--- src/design/nrvs_pkg.sv ---
// Shared types and constants for the note retrigger volume stepper.
`default_nettype none
package nrvs_pkg;

   // Volume modes selected by the high nibble of the effect parameter
   localparam logic [3:0] MODE_SUB1   = 4'h1;
   localparam logic [3:0] MODE_SUB2   = 4'h2;
   localparam logic [3:0] MODE_SUB4   = 4'h3;
   localparam logic [3:0] MODE_SUB8   = 4'h4;
   localparam logic [3:0] MODE_SUB16  = 4'h5;
   localparam logic [3:0] MODE_TWO3RD = 4'h6;
   localparam logic [3:0] MODE_HALF   = 4'h7;
   localparam logic [3:0] MODE_ADD1   = 4'h9;
   localparam logic [3:0] MODE_ADD2   = 4'hA;
   localparam logic [3:0] MODE_ADD4   = 4'hB;
   localparam logic [3:0] MODE_ADD8   = 4'hC;
   localparam logic [3:0] MODE_ADD16  = 4'hD;
   localparam logic [3:0] MODE_THREE2 = 4'hE;
   localparam logic [3:0] MODE_DOUBLE = 4'hF;

   localparam logic [6:0] VOL_MAX    = 7'd64;
   // floor(x / 3) == (x * 171) >> 9 for any 8-bit x
   localparam logic [7:0] DIV3_RECIP = 8'd171;
   localparam int         DIV3_SHIFT = 9;

   typedef struct packed {
      logic       enable;
      logic [7:0] effect_param;
      logic       note_start;
      logic [6:0] volume_in;
   } nrvs_item_type;

   typedef struct packed {
      logic [6:0] volume_out;
      logic       retrigger;
   } nrvs_result_type;

endpackage
`default_nettype wire

--- src/design/nrvs_core.sv ---
// Tick countdown register and the volume step logic for one tick.
`default_nettype none
module nrvs_core (
   input  wire logic                    clock,
   input  wire logic                    reset,
   input  wire logic                    step,
   input  wire nrvs_pkg::nrvs_item_type item,
   output nrvs_pkg::nrvs_result_type    result
);
   import nrvs_pkg::*;

   logic [3:0]  countdown_ff;
   logic [3:0]  countdown_in;
   logic [3:0]  reload_val;
   logic [3:0]  cnt_eff;
   logic        reload;
   logic        retrig;
   logic [3:0]  mode;
   logic [9:0]  vol_ext;
   logic [9:0]  vol_mod;
   logic [7:0]  two_v1;
   logic [15:0] div3_prod;
   logic [8:0]  three_v1;
   logic [6:0]  vol_clamped;

   always_comb begin
      reload     = item.enable && (countdown_ff == 4'd0);
      reload_val = (item.effect_param[3:0] == 4'd0) ? 4'd1 : item.effect_param[3:0];
      cnt_eff    = reload ? reload_val : countdown_ff;
      // hold the counter on disabled ticks
      countdown_in = (step && item.enable) ? (cnt_eff - 4'd1) : countdown_ff;
      retrig       = reload && !item.note_start;
   end

   always_ff @(posedge clock) begin
      if (reset) begin
         countdown_ff <= 4'd0;
      end else begin
         countdown_ff <= countdown_in;
      end
   end

   always_comb begin
      mode      = item.effect_param[7:4];
      vol_ext   = {3'b000, item.volume_in};
      two_v1    = {item.volume_in, 1'b1};
      div3_prod = 16'(two_v1 * DIV3_RECIP);
      three_v1  = 9'({item.volume_in, 1'b0}) + 9'(item.volume_in) + 9'd1;
      case (mode)
         MODE_SUB1:   vol_mod = vol_ext - 10'd1;
         MODE_SUB2:   vol_mod = vol_ext - 10'd2;
         MODE_SUB4:   vol_mod = vol_ext - 10'd4;
         MODE_SUB8:   vol_mod = vol_ext - 10'd8;
         MODE_SUB16:  vol_mod = vol_ext - 10'd16;
         MODE_TWO3RD: vol_mod = 10'(div3_prod[15:DIV3_SHIFT]);
         MODE_HALF:   vol_mod = (vol_ext + 10'd1) >> 1;
         MODE_ADD1:   vol_mod = vol_ext + 10'd1;
         MODE_ADD2:   vol_mod = vol_ext + 10'd2;
         MODE_ADD4:   vol_mod = vol_ext + 10'd4;
         MODE_ADD8:   vol_mod = vol_ext + 10'd8;
         MODE_ADD16:  vol_mod = vol_ext + 10'd16;
         MODE_THREE2: vol_mod = 10'(three_v1[8:1]);
         MODE_DOUBLE: vol_mod = {vol_ext[8:0], 1'b0};
         default:     vol_mod = vol_ext;
      endcase
      // the sign bit marks an underflow
      if (vol_mod[9]) begin
         vol_clamped = 7'd0;
      end else if (vol_mod > 10'(VOL_MAX)) begin
         vol_clamped = VOL_MAX;
      end else begin
         vol_clamped = vol_mod[6:0];
      end
      result.retrigger  = retrig;
      result.volume_out = retrig ? vol_clamped : item.volume_in;
   end

endmodule
`default_nettype wire

--- src/design/note_retrigger_volume_stepper.sv ---
// Top level of the note retrigger volume stepper: input and result registers.
//
//   channel  direction  tdata                           tuser
//   req      in         effect_param, volume_in         enable, note_start
//   rsp      out        volume_out                      retrigger
//
// One tick per cycle while the result channel is not stalled; each tick is held
// in the input register and then moves on to the result register.
// The countdown advances as a tick moves from the input to the result register.
// Reset clears both valid flags and the countdown.
// A stalled result holds; the input register still takes a beat while empty.
`default_nettype none
module note_retrigger_volume_stepper (
   input  wire logic        clock,
   input  wire logic        reset,
   input  wire logic        req_tvalid,
   output logic             req_tready,
   input  wire logic [15:0] req_tdata,   // [7:0] effect_param, [14:8] volume_in, [15] zero
   input  wire logic [1:0]  req_tuser,   // [0] enable, [1] note_start
   output logic             rsp_tvalid,
   input  wire logic        rsp_tready,
   output logic [7:0]       rsp_tdata,   // [6:0] volume_out, [7] zero
   output logic             rsp_tuser    // [0] retrigger
);
   import nrvs_pkg::*;

   logic            in_valid_ff;
   logic            in_valid_in;
   nrvs_item_type   item_ff;
   logic            out_valid_ff;
   logic            out_valid_in;
   nrvs_result_type result_ff;
   nrvs_result_type result_calc;
   logic            advance;
   logic            req_beat;

   assign advance    = in_valid_ff && (!out_valid_ff || rsp_tready);
   assign req_tready = !in_valid_ff || advance;
   assign req_beat   = req_tvalid && req_tready;

   always_comb begin
      in_valid_in  = req_beat ? 1'b1 : (advance ? 1'b0 : in_valid_ff);
      out_valid_in = advance ? 1'b1 : ((rsp_tready) ? 1'b0 : out_valid_ff);
   end

   always_ff @(posedge clock) begin
      if (reset) begin
         in_valid_ff  <= 1'b0;
         out_valid_ff <= 1'b0;
      end else begin
         in_valid_ff  <= in_valid_in;
         out_valid_ff <= out_valid_in;
      end
   end

   always_ff @(posedge clock) begin
      if (req_beat) begin
         item_ff.enable       <= req_tuser[0];
         item_ff.note_start   <= req_tuser[1];
         item_ff.effect_param <= req_tdata[7:0];
         item_ff.volume_in    <= req_tdata[14:8];
      end
      if (advance) begin
         result_ff <= result_calc;
      end
   end

   nrvs_core u_core (
      .clock  (clock),
      .reset  (reset),
      .step   (advance),
      .item   (item_ff),
      .result (result_calc)
   );

   assign rsp_tvalid = out_valid_ff;
   assign rsp_tdata  = {1'b0, result_ff.volume_out};
   assign rsp_tuser  = result_ff.retrigger;

endmodule
`default_nettype wire
--- config.mk ---
export PLATFORM = sky130hd
export DESIGN_NAME = note_retrigger_volume_stepper
export DESIGN_NICKNAME = d
export VERILOG_FILES = /design/src/design/nrvs_pkg.sv /design/src/design/nrvs_core.sv /design/src/design/note_retrigger_volume_stepper.sv
export SDC_FILE = /design/constraint.sdc
export NUM_CORES = 1
export LEC_CHECK = 0
export ABC_AREA = 1
export BUFFER_PORTS_ARGS = -buffer_cell sky130_fd_sc_hd__buf_2
export CAP_MARGIN = 20
export CORE_ASPECT_RATIO = 1.2
export CORE_MARGIN = 10
export CORE_UTILIZATION = 30
export DETAILED_ROUTE_END_ITERATION = 8
export MAX_ROUTING_LAYER = met4
export SETUP_SLACK_MARGIN = 0.3
export SLEW_MARGIN = 20
export SYNTH_ARGS = -nofsm -noshare
export SYNTH_HDL_FRONTEND = slang
export SYNTH_SLANG_ARGS = --single-unit
--- constraint.sdc ---
create_clock -name clock -period 6.75 [get_ports clock]
set_clock_uncertainty 0.15 [all_clocks]
set_input_delay 0.3375 -clock clock [delete_from_list [all_inputs] [get_ports clock]]
set_output_delay 0.3375 -clock clock [all_outputs]
set_load 0.02 [all_outputs]
* Word level (Yosys, flattened, before mapping) *
Cells that the tools add are included.

word-level totals
  flip-flop bits (word level) = 31
  input bits = 22
  logic and storage cells = 62

operators by class
  add/sub/neg operators = 13
  multipliers = 1
  magnitude comparators = 1
  equality and inequality tests = 14
  muxes and demuxes = 10
  reductions and logical operators = 14

operator list
  operator                                                                          number
  10-bit one-hot mux with 14 select lines                                           1
  4-bit equality test, second input constant                                        7
  7-bit two-way mux                                                                 3
  4-bit by 3-bit equality test with 1-bit output, second input constant             4
  8-bit by 8-bit multiplier with 16-bit output, second input constant               1
  10-bit by 7-bit greater-than comparator with 1-bit output, second input constant  1
  8-bit by 7-bit adder with 9-bit output                                            1
  9-bit by 1-bit adder with 9-bit output, second input constant                     1
  7-bit by 1-bit adder with 8-bit output, second input constant                     1
  7-bit by 2-bit adder with 8-bit output, second input constant                     1
  7-bit by 3-bit adder with 8-bit output, second input constant                     1
  7-bit by 4-bit adder with 8-bit output, second input constant                     1
  7-bit by 5-bit adder with 8-bit output, second input constant                     1
  4-bit by 2-bit equality test with 1-bit output, second input constant             2
  4-bit zero test                                                                   2
  4-bit two-way mux                                                                 2
  7-bit by 1-bit subtractor with 8-bit output, second input constant                1
  7-bit by 2-bit subtractor with 8-bit output, second input constant                1
  7-bit by 3-bit subtractor with 8-bit output, second input constant                1
  7-bit by 4-bit subtractor with 8-bit output, second input constant                1
  7-bit by 5-bit subtractor with 8-bit output, second input constant                1
  1-bit logical AND                                                                 5
  4-bit by 1-bit equality test with 1-bit output, second input constant             1
  1-bit two-way mux                                                                 4
  4 further kinds                                                                   8

* Depth between registers and ports, before layout *
Gate-level depths: netlist (run 1).

  word-level depth = 7
  mapped depth = 24

* Modules after synthesis *
Synthesis (run 1) repeated with hierarchy kept, for this count alone.

second synthesis, totals
  cells, all modules = 657
  area total of the unflattened synthesis = 4257.8 µm²

by module, submodules not included
  module                         instances  cells each  area each (µm²)  seq. area each (µm²)
  nrvs_core                      1          618         3404.5           80.1
  note_retrigger_volume_stepper  1          39          853.3            790.8

* Least setup slack after synthesis (run 1) *
OpenSTA, ideal clock, no wires.

  kind = flip-flop to flip-flop
  start point = register item_ff[0] (netlist bit)
  end point = register result_ff (netlist bit rsp_tdata[1]) (data pin)
  library setup time = 273 ps
  data arrival time = 3623 ps
  slack = 2704 ps
  stages on the path, launching flop included = 22
  buffers on the path = 0
  clock period less this slack = 4046 ps
  path through = edfxtp_1 ha_1 inv_1 fa_1 inv_1 fa_1 fa_1 ha_1 nand2_1 nand2_1 nand2_1 nand2_1 a21oi_1 nand2_1 nand2_1 nand3_1 nand2_1 nand2_1 nand2_1 nor2_1 nand2_1 o21ai_0

RTL lines
  what                    line                                 text
  start: declaration      note_retrigger_volume_stepper.sv:29  nrvs_item_type item_ff;
  end signal: assignment  note_retrigger_volume_stepper.sv:64  result_ff <= result_calc;
  end: declaration        note_retrigger_volume_stepper.sv:32  nrvs_result_type result_ff;

==> results.py, run 1 <==
metrics = {
    "outcome": {
        "status": "complete, no violations",
    },
    "sta": {
        "maxSlewViolCount": 0,
        "max_freq_ghz": 0.210,
        "rsz0062_at_grt": "false",
        "hold_ws_ps": 93.7,
        "max-slew-margin-rel": 0.511,
        "worst_pin_slew_ps": 733,
        "hold_viol": 0,
        "post-route-period-util": 0.706,
        "tns_ps": 0,
        "min_period_ps": 4770,
        "timing.final.setup_violations": 0,
    },
    "floorplan": {
        "die_x_um": 128,
        "dieArea_sq_um": 19200,
        "fp.coreArea_sq_um": 13800,
        "chipHeight_um": 150,
        "rows": 47,
        "ioPinCount": 33,
        "start_util": 0.305,
    },
    "placement": {
        "post_dp_cell_area_sq_um": 4540,
        "hpwlAfterDp_um": 9760,
        "portBuffers": 30,
        "routabilityCongestion": 0.935,
    },
    "cts": {
        "cts_root_buffer": "clkbuf_16",
        "postCtsResizedCells": 0,
        "hold_buffers": 0,
        "cts_tree": "yes",
        "cts_setup_buffers": 0,
        "cts_max_level": 2,
        "clockBufferDepth": 2,
        "clk_latency_ps": 270,
        "numCtsBuffers": 5,
        "clock-sinks": 31,
        "path_clk_slew_ps": 50,
    },
    "synthesis": {
        "ys.flop_type": "edfxtp_1",
        "yosys-top-cells-area": "nand2_1 (19%), edfxtp_1 (18%), ha_1 (15%)",
        "syn_inst": 657,
        "syn_area_sq_um": 4200,
        "ys_seq_area_frac": 0.207,
        "synth_top_area_cell": "nand2_1",
        "ys_warn_count": 0,
        "avgSynthCellArea_sq_um": 6.40,
        "netlist.area_leader.share": 0.186,
        "async_reset_ff_frac": 0,
        "synthesis.nets": 744,
        "ys_types": 32,
        "ys_ff_latch": 31,
        "synth-edff-count": 25,
    },
    "finish": {
        "final_core_util": 0.341,
        "fin_area_sq_um": 4690,
        "nets": 776,
        "area_delta_synth_final_pct": 11.6,
        "final_common_cell": "nand2_1",
        "mostFrequentLayoutCells": "nand2_1 (208), inv_1 (110), nor2_1 (77)",
        "diodes": 0,
        "num-fill-cells": 1558,
        "regArea_sq_um": 871,
        "multi_input_area_sq_um": 2870,
        "drive_gt1_frac": 0.0623,
    },
    "route": {
        "vias": 4191,
        "routed_wl_um": 12000,
        "drtIter0Drc": 322,
        "drc": 0,
        "vias_per_cell": 4.87,
        "avgRoutedWirePerCell_um": 14.0,
        "dr.pass1.iters": 5,
        "detail-route-antenna-nets": 0,
    },
    "global_routing": {
        "grt_max_degree": 19,
        "grt_pass1_wl_um": 20100,
        "grt_pass1_vias": 4176,
        "overflow": 0,
        "antenna_found_initial": 0,
        "grt_usage": 0.130,
    },
    "worst_hold_path": {
        "hold_class": "input pin to register",
    },
    "setup_path": {
        "arrival_ps": 4750,
        "path_delay_family": "adder cells",
        "crit_required_ps": 6740,
        "crit_fanout": 12,
        "max_stage_delay_ps": 700,
        "crit_chain": "inv_1, fa_1, inv_1, fa_1, fa_1, ha_1, nand2_1, nor2_1, nand2_1, nand3_1, nand2_1, nand3_1, nand2_1, a21oi_1, nand2_1, nor2_1, nand2_1, nand2_1, nand2_1, nand2_1",
        "end_kind": "register",
        "path_buf_inv": 2,
        "slowest_stage": "edfxtp_1",
        "start_kind": "register",
        "worst-setup-path-type": "register to register",
        "worst_path_most_repeated_cell": "nand2_1",
    },
    "run": {
        "cap_violations": 0,
    },
    "pwr": {
        "leakagePower_nw": 2.47,
        "power.density_nw_per_um2": 185,
        "max-vdd-ir-drop_mv": 0.152,
    },
}
-- power by group --
group | internal, W | switching [W] | total, W
Clock | 0.000145 | 0.0000683 | 0.000213
Combinational | 0.000149 | 0.000275 | 0.000423
Sequential | 0.000220 | 0.0000117 | 0.000232
Total | 0.000514 | 0.000355 | 0.000869
-- routing by layer --
layer | GRT usage | vias up | share of wire
li1 | - | 2156 | -
met1 | 0.157 | 1896 | 0.44
met2 | 0.223 | 119 | 0.49
met3 | 0.0113 | 20 | 0.044
met4 | 0.0406 | 0 | 0.025
met5 | - | - | 0
-- cells by family (layout without fill, tap and decap cells) --
family | count (synthesis) | after routing | share of synthesized area
AND/OR/NAND/NOR | 376 | 376 | 0.369
AO/OA/AOI/OAI | 55 | 55 | 0.0726
buffers and inverters | 118 | 151 | 0.109
other | 1 | 1 | 0.000892
XOR/XNOR | 11 | 11 | 0.0229
adder cells (fa/ha/maj) | 65 | 65 | 0.219
flip-flops | 31 | 31 | 0.207
-- worst register-to-register path: cells and delay by family (launching register included) --
kind	cells	cell delay (ps)
flip-flops	1	700
AND/OR/NAND/NOR	13	1120
adder cells (fa/ha/maj)	4	1940
buffers and inverters	2	490
AO/OA/AOI/OAI	1	240
-- sequential cells by signal (all words and copies together) (netlist names) --
register,flops
item_ff,17
u_core.countdown_ff,4
rsp_tdata,7
in_valid_ff,1
rsp_tuser,1
rsp_tvalid,1
-- through the flow --
step,setup WS (ps),instances,power [W]
6_report,1980,861,0.000869
5_1_grt,1640,861,0.000956
4_1_cts,2000,861,0.000876
3_5_place_dp,2010,853,0.000658
3_3_place_gp,2040,853,0.000654
2_1_floorplan,2700,657,0.000554
-- layout make-up --
cell class,count,area share
clock inverter,1,0.000800
multi-input combinational,508,0.613
clock buffer,7,0.0304
timing repair buffer,33,0.0368
tap,171,0.0456
sequential,31,0.186
inverter,110,0.0880
-- final timing paths --
path | from | end | slack (ps) | cells after the start
setup reg to reg | item_ff[1]$_DFFE_PP_ | rsp_tdata[5]$_DFFE_PP_ | 1980 | 20
hold reg to reg | u_core.countdown_ff[0]$_SDFFE_PP0P_ | u_core.countdown_ff[0]$_SDFFE_PP0P_ | 330 | 2
setup / recovery | item_ff[1]$_DFFE_PP_ | rsp_tdata[5]$_DFFE_PP_ | 1980 | 20
hold / removal | req_tdata[10] | item_ff[2]$_DFFE_PP_ | 90 | 1
-- synth_stat cells (7+ instances only) --
| library cell | instances |
|---|---|
| a21oi_1 | 19 |
| edfxtp_1 | 25 |
| fa_1 | 14 |
| ha_1 | 51 |
| inv_1 | 110 |
| nand2_1 | 208 |
| nand3_1 | 66 |
| nand4_1 | 11 |
| nor2_1 | 77 |
| nor3_1 | 7 |
| o21ai_0 | 24 |
| xor2_1 | 10 |
Note: power is estimated with default switching activity, not from simulation.
==> run 2: changes to the inputs <==
ABC_AREA = 0   (was 1)
clock period = 4.05 ns   (was 6.75 ns; I/O delays follow)
==> results.py, run 2 <==
metrics = {
    "route": {
        "vias_per_cell": 5.58,
        "wl_met2_um": 7080,
        "vias": 4037,
        "drc": 0,
        "dr.pass1.iters": 5,
        "avgRoutedWirePerCell_um": 19.5,
        "dr_wl_met3_um": 792,
        "met1Wirelength_um": 5680,
        "top_layer": "met4",
        "detail-route-antenna-nets": 0,
        "drtIter0Drc": 227,
        "routed_wl_um": 14100,
    },
    "finish": {
        "nets": 642,
        "diodes": 0,
        "regArea_sq_um": 871,
        "num-fill-cells": 1309,
        "drive_gt1_frac": 0.227,
        "multi_input_area_sq_um": 2960,
        "fin_area_sq_um": 5110,
        "area_delta_synth_final_pct": 26.8,
        "final_core_util": 0.388,
        "final_common_cell": "buf_4",
        "largest_reg_flops": 17,
        "regMostFlops": "item_ff",
        "mostFrequentLayoutCells": "buf_4 (54), ha_1 (50), inv_1 (38)",
    },
    "setup_path": {
        "worst_path_most_repeated_cell": "fa_1",
        "crit_cells": 16,
        "crit_start": "item_ff[0]$_DFFE_PP_",
        "end_kind": "register",
        "max_stage_delay_ps": 590,
        "rrSetupSlack_ps": -370,
        "r2r.worst_path.cells": 16,
        "path_delay_family": "adder cells",
        "crit_chain": "ha_1, inv_2, fa_1, inv_1, fa_1, fa_1, ha_4, a211oi_2, o22ai_1, or2_4, o31ai_4, xor2_1, a211oi_2, buf_4, a22oi_1, a21oi_1",
        "crit_fanout": 5,
        "start_kind": "register",
        "slowest_stage": "fa_1",
        "r2r-start": "item_ff[0]$_DFFE_PP_",
        "arrival_ps": 4270,
        "crit_required_ps": 3910,
        "endpoint": "rsp_tdata[4]$_DFFE_PP_",
        "r2r_end": "rsp_tdata[4]$_DFFE_PP_",
        "worst-setup-path-type": "register to register",
        "path_buf_inv": 3,
    },
    "floorplan": {
        "start_util": 0.306,
        "chipHeight_um": 147,
        "ioPinCount": 33,
        "dieArea_sq_um": 18500,
        "rows": 46,
        "die_x_um": 126,
        "fp.coreArea_sq_um": 13200,
    },
    "sta": {
        "min_period_ps": 4420,
        "maxSlewViolCount": 0,
        "worst_slack_ps": -367,
        "worst_pin_slew_ps": 788,
        "hold_ws_ps": 17.1,
        "timing.final.setup_violations": 7,
        "max_freq_ghz": 0.226,
        "rsz0062_at_grt": "true",
        "max-slew-margin-rel": 0.474,
        "tns_ps": -1930,
        "hold_viol": 0,
        "post-route-period-util": 1.09,
    },
    "pwr": {
        "p_sw_frac": 0.365,
        "power_switching_w": 0.000596,
        "clkPwrFrac": 0.250,
        "max-vdd-ir-drop_mv": 0.350,
        "power_w": 0.00163,
        "power_frac_comb": 0.512,
        "pwr-share-seq": 0.238,
        "leakagePower_nw": 2.20,
        "p_int_w": 0.00104,
        "power.density_nw_per_um2": 319,
    },
    "synthesis": {
        "synth_commonest_cells": "ha_1 (51), inv_1 (41), nand2_1 (36)",
        "ys_ff_latch": 31,
        "yosys-top-cells-area": "edfxtp_1 (19%), ha_1 (16%), fa_1 (7.0%)",
        "synth_top_area_cell": "edfxtp_1",
        "yosysMostFrequentCell": "ha_1",
        "ys_warn_count": 0,
        "netlist.area_leader.share": 0.186,
        "syn_area_sq_um": 4030,
        "synth-edff-count": 25,
        "ys_seq_area_frac": 0.216,
        "synthesis.nets": 564,
        "avgSynthCellArea_sq_um": 8.45,
        "ys.flop_type": "edfxtp_1",
        "async_reset_ff_frac": 0,
        "ys_types": 73,
        "syn_inst": 477,
    },
    "placement": {
        "post_dp_cell_area_sq_um": 4650,
        "routabilityCongestion": 0.993,
        "portBuffers": 30,
        "hpwlAfterDp_um": 10800,
    },
    "outcome": {
        "failed_checks": "negative setup slack",
        "status": "finished with violations",
    },
    "cts": {
        "clock-sinks": 31,
        "clockBufferDepth": 2,
        "cts_root_buffer": "clkbuf_16",
        "path_clk_slew_ps": 50,
        "clk_latency_ps": 280,
        "numCtsBuffers": 5,
        "cts_tree": "yes",
        "cts_max_level": 2,
    },
    "global_routing": {
        "antenna_found_initial": 0,
        "grt_usage": 0.153,
        "grt_max_degree": 21,
        "overflow": 0,
        "grt_pass1_wl_um": 22300,
        "grt_pass1_vias": 4216,
    },
    "worst_hold_path": {
        "min_from": "reset",
        "hold_class": "input pin to register",
    },
    "run": {
        "cap_violations": 0,
    },
}
## run 2: per-stage QoR
step / instances / setup slack, ps
after floorplan: 477 / -189
after global placement: 693 / -211
after detailed placement: 693 / -340
after CTS: 720 / -293
after global routing: 724 / -547
final: 724 / -367
## run 2: final cells by class
class / count / area share
inverter: 41 / 0.0301
tap: 168 / 0.0411
sequential: 31 / 0.170
clock buffer: 7 / 0.0321
clock inverter: 1 / 0.000979
multi-input combinational: 373 / 0.579
timing repair buffer: 103 / 0.146
## run 2: repair_timing
item / 4_1_cts / 5_1_grt
setup endpoints to repair: 7 / 7
buffers inserted: 1 / 4
endpoints found under the hold margin: 18 / 0
resized for setup: 6 / 9
pin swaps: 13 / 8
hold buffers: 18 / 0
## run 2: worst min-delay path by stage
stage | endpoint | cells past startpoint
after floorplan | u_core.countdown_ff[3]$_SDFFE_PP0P_ | 1
after global placement | item_ff[16]$_DFFE_PP_ | 1
after detailed placement | item_ff[5]$_DFFE_PP_ | 1
after CTS | u_core.countdown_ff[1]$_SDFFE_PP0P_ | 2
after global routing | u_core.countdown_ff[3]$_SDFFE_PP0P_ | 2
final | in_valid_ff$_SDFFE_PP0P_ | 2
## run 2: power groups by stage
stage | logic (W) | registers (W) | clock network, W
after floorplan | 0.000494 | 0.000392 | 0
after global placement | 0.000725 | 0.000394 | 0
after detailed placement | 0.000742 | 0.000394 | 0
after CTS | 0.000779 | 0.000388 | 0.000418
after global routing | 0.000923 | 0.000391 | 0.000429
final | 0.000835 | 0.000389 | 0.000408
## run 2: cell families (layout without fill, tap and decap cells)
family                     Yosys count  after routing  share of synthesized area
adders and majority gates           65             65                      0.228
xor gates and xnor gates            19             19                     0.0413
and+or+nand+nor                    153            153                      0.207
muxes                                9              9                     0.0245
other                                1              1                   0.000930
AOI/OAI and AO/OA                  126            126                      0.208
buffers and inverters               73            152                     0.0745
DFF                                 31             31                      0.216
## run 2: per-layer routing
layer	track usage	vias up
li1	-	1887
met3	0.0166	43
met1	0.174	1926
met5	-	-
met4	0.0627	0
met2	0.267	181
==> run 3: changes to the inputs <==
clock period = 3.8 ns   (was 4.05 ns; I/O delays follow)
==> results.py, run 3 (same netlist as run 2, synthesis figures left out) <==
metrics = {
    "pwr": {
        "p_sw_frac": 0.364,
        "leakagePower_nw": 2.19,
        "power.density_nw_per_um2": 338,
        "power_switching_w": 0.000623,
        "pwr-share-seq": 0.240,
        "max-vdd-ir-drop_mv": 0.382,
        "clkPwrFrac": 0.254,
        "p_int_w": 0.00109,
        "power_frac_comb": 0.506,
    },
    "run": {
        "cap_violations": 0,
    },
    "finish": {
        "regArea_sq_um": 871,
        "drive_gt1_frac": 0.219,
        "multi_input_area_sq_um": 2910,
        "diodes": 0,
        "regMostFlops": "item_ff",
        "num-fill-cells": 1293,
        "final_common_cell": "buf_4",
        "final_core_util": 0.385,
        "area_delta_synth_final_pct": 25.8,
        "mostFrequentLayoutCells": "buf_4 (56), ha_1 (50), inv_1 (38)",
        "nets": 643,
        "largest_reg_flops": 17,
    },
    "route": {
        "drc": 0,
        "routed_wl_um": 14000,
        "vias": 4027,
        "detail-route-antenna-nets": 0,
        "dr.pass1.iters": 5,
        "drtIter0Drc": 235,
        "vias_per_cell": 5.55,
        "avgRoutedWirePerCell_um": 19.3,
    },
    "global_routing": {
        "antenna_found_initial": 0,
        "overflow": 0,
        "grt_pass1_wl_um": 22400,
        "grt_max_degree": 32,
        "grt_usage": 0.154,
        "grt_pass1_vias": 4186,
    },
    "sta": {
        "timing.final.setup_violations": 7,
        "rsz0062_at_grt": "true",
        "min_period_ps": 4280,
        "tns_ps": -3150,
        "post-route-period-util": 1.13,
        "hold_ws_ps": 7.52,
        "maxSlewViolCount": 0,
        "max_freq_ghz": 0.234,
        "worst_slack_ps": -475,
        "worst_pin_slew_ps": 776,
        "hold_viol": 0,
        "max-slew-margin-rel": 0.482,
    },
    "floorplan": {
        "die_x_um": 126,
        "ioPinCount": 33,
        "dieArea_sq_um": 18500,
        "rows": 46,
        "fp.coreArea_sq_um": 13200,
        "chipHeight_um": 147,
        "start_util": 0.306,
    },
    "setup_path": {
        "r2r.worst_path.cells": 15,
        "crit_required_ps": 3790,
        "crit_fanout": 4,
        "r2r_end": "rsp_tdata[3]$_DFFE_PP_",
        "arrival_ps": 4270,
        "end_kind": "register",
        "worst-setup-path-type": "register to register",
        "r2r-start": "item_ff[2]$_DFFE_PP_",
        "rrSetupSlack_ps": -480,
        "start_kind": "register",
    },
    "cts": {
        "clk_latency_ps": 280,
        "clockBufferDepth": 2,
        "cts_tree": "yes",
        "numCtsBuffers": 5,
        "clock-sinks": 31,
        "cts_root_buffer": "clkbuf_16",
        "cts_max_level": 2,
        "path_clk_slew_ps": 50,
    },
    "outcome": {
        "failed_checks": "negative setup slack",
        "status": "finished with violations",
    },
    "placement": {
        "place_ws_ps": -606,
        "routabilityCongestion": 1.00,
        "portBuffers": 30,
        "hpwlAfterDp_um": 11000,
    },
    "worst_hold_path": {
        "min_from": "reset",
        "hold_end": "u_core.countdown_ff[3]$_SDFFE_PP0P_",
        "hold_class": "input pin to register",
        "whs_path_depth": 2,
    },
}
## run 3: power groups by stage
stage,clock (W),combinational [W],sequential (W)
6_report,0.000436,0.000868,0.000411
5_1_grt,0.000456,0.000958,0.000413
4_1_cts,0.000441,0.000859,0.000411
3_5_place_dp,0,0.000814,0.000417
3_3_place_gp,0,0.000789,0.000417
2_1_floorplan,0,0.000527,0.000418
## run 3: worst max-delay path by stage
| stage | start | end | slack [ps] | depth (start not counted) |
|---|---|---|---|---|
| floorplan | item_ff[0]$_DFFE_PP_ | rsp_tdata[3]$_DFFE_PP_ | -440 | 15 |
| global placement | item_ff[2]$_DFFE_PP_ | rsp_tdata[5]$_DFFE_PP_ | -460 | 15 |
| detailed placement | item_ff[0]$_DFFE_PP_ | rsp_tdata[2]$_DFFE_PP_ | -610 | 15 |
| CTS | item_ff[0]$_DFFE_PP_ | rsp_tdata[4]$_DFFE_PP_ | -510 | 15 |
| global route | item_ff[2]$_DFFE_PP_ | rsp_tdata[4]$_DFFE_PP_ | -660 | 15 |
| finish | item_ff[2]$_DFFE_PP_ | rsp_tdata[3]$_DFFE_PP_ | -480 | 15 |
## run 3: metrics by stage
step                      std cells  instance area (sq um)  total power (W)
after global placement          697                   4680          0.00121
after detailed placement        697                   4680          0.00123
after global routing            725                   5070          0.00183
after CTS                       725                   5060          0.00171
after floorplan                 477                   4060         0.000945
final                           725                   5070          0.00171
## run 3: repair_timing
item | CTS | global route
hold endpoints to repair | 18 | 0
gates cloned | 0 | 0
setup buffers | 2 | 0
endpoints found under the setup margin | 7 | 7
gates resized for setup | 5 | 1
pin swaps | 13 | 8
hold buffers | 18 | 0
## run 3: worst max-delay path, cell delays in order (launching register included)
cell	delay, ps
edfxtp_1	390
ha_1	310
inv_2	50
fa_1	480
inv_1	50
fa_1	460
fa_1	560
ha_4	220
a211oi_2	170
o22ai_1	90
or2_4	290
o21a_1	200
or3b_4	380
a21oi_2	130
o22ai_1	110
nor2_1	100
## run 3: layout make-up
class	instances	share of cell area
well taps	168	0.0415
repair buffers	104	0.148
inverters	41	0.0304
clock inverters	1	0.000987
multi-input cells	373	0.575
clock buffers	7	0.0323
flip-flops and latches	31	0.172
## run 3: per-layer routing
| metal | share of wire | up-vias | global-route usage | routed length (um) |
|---|---|---|---|---|
| li1 | - | 1892 | - | - |
| met1 | 0.41 | 1956 | 0.172 | 5760 |
| met3 | 0.051 | 38 | 0.0212 | 713 |
| met5 | 0 | - | - | 0 |
| met2 | 0.50 | 141 | 0.265 | 6970 |
| met4 | 0.041 | 0 | 0.0735 | 578 |
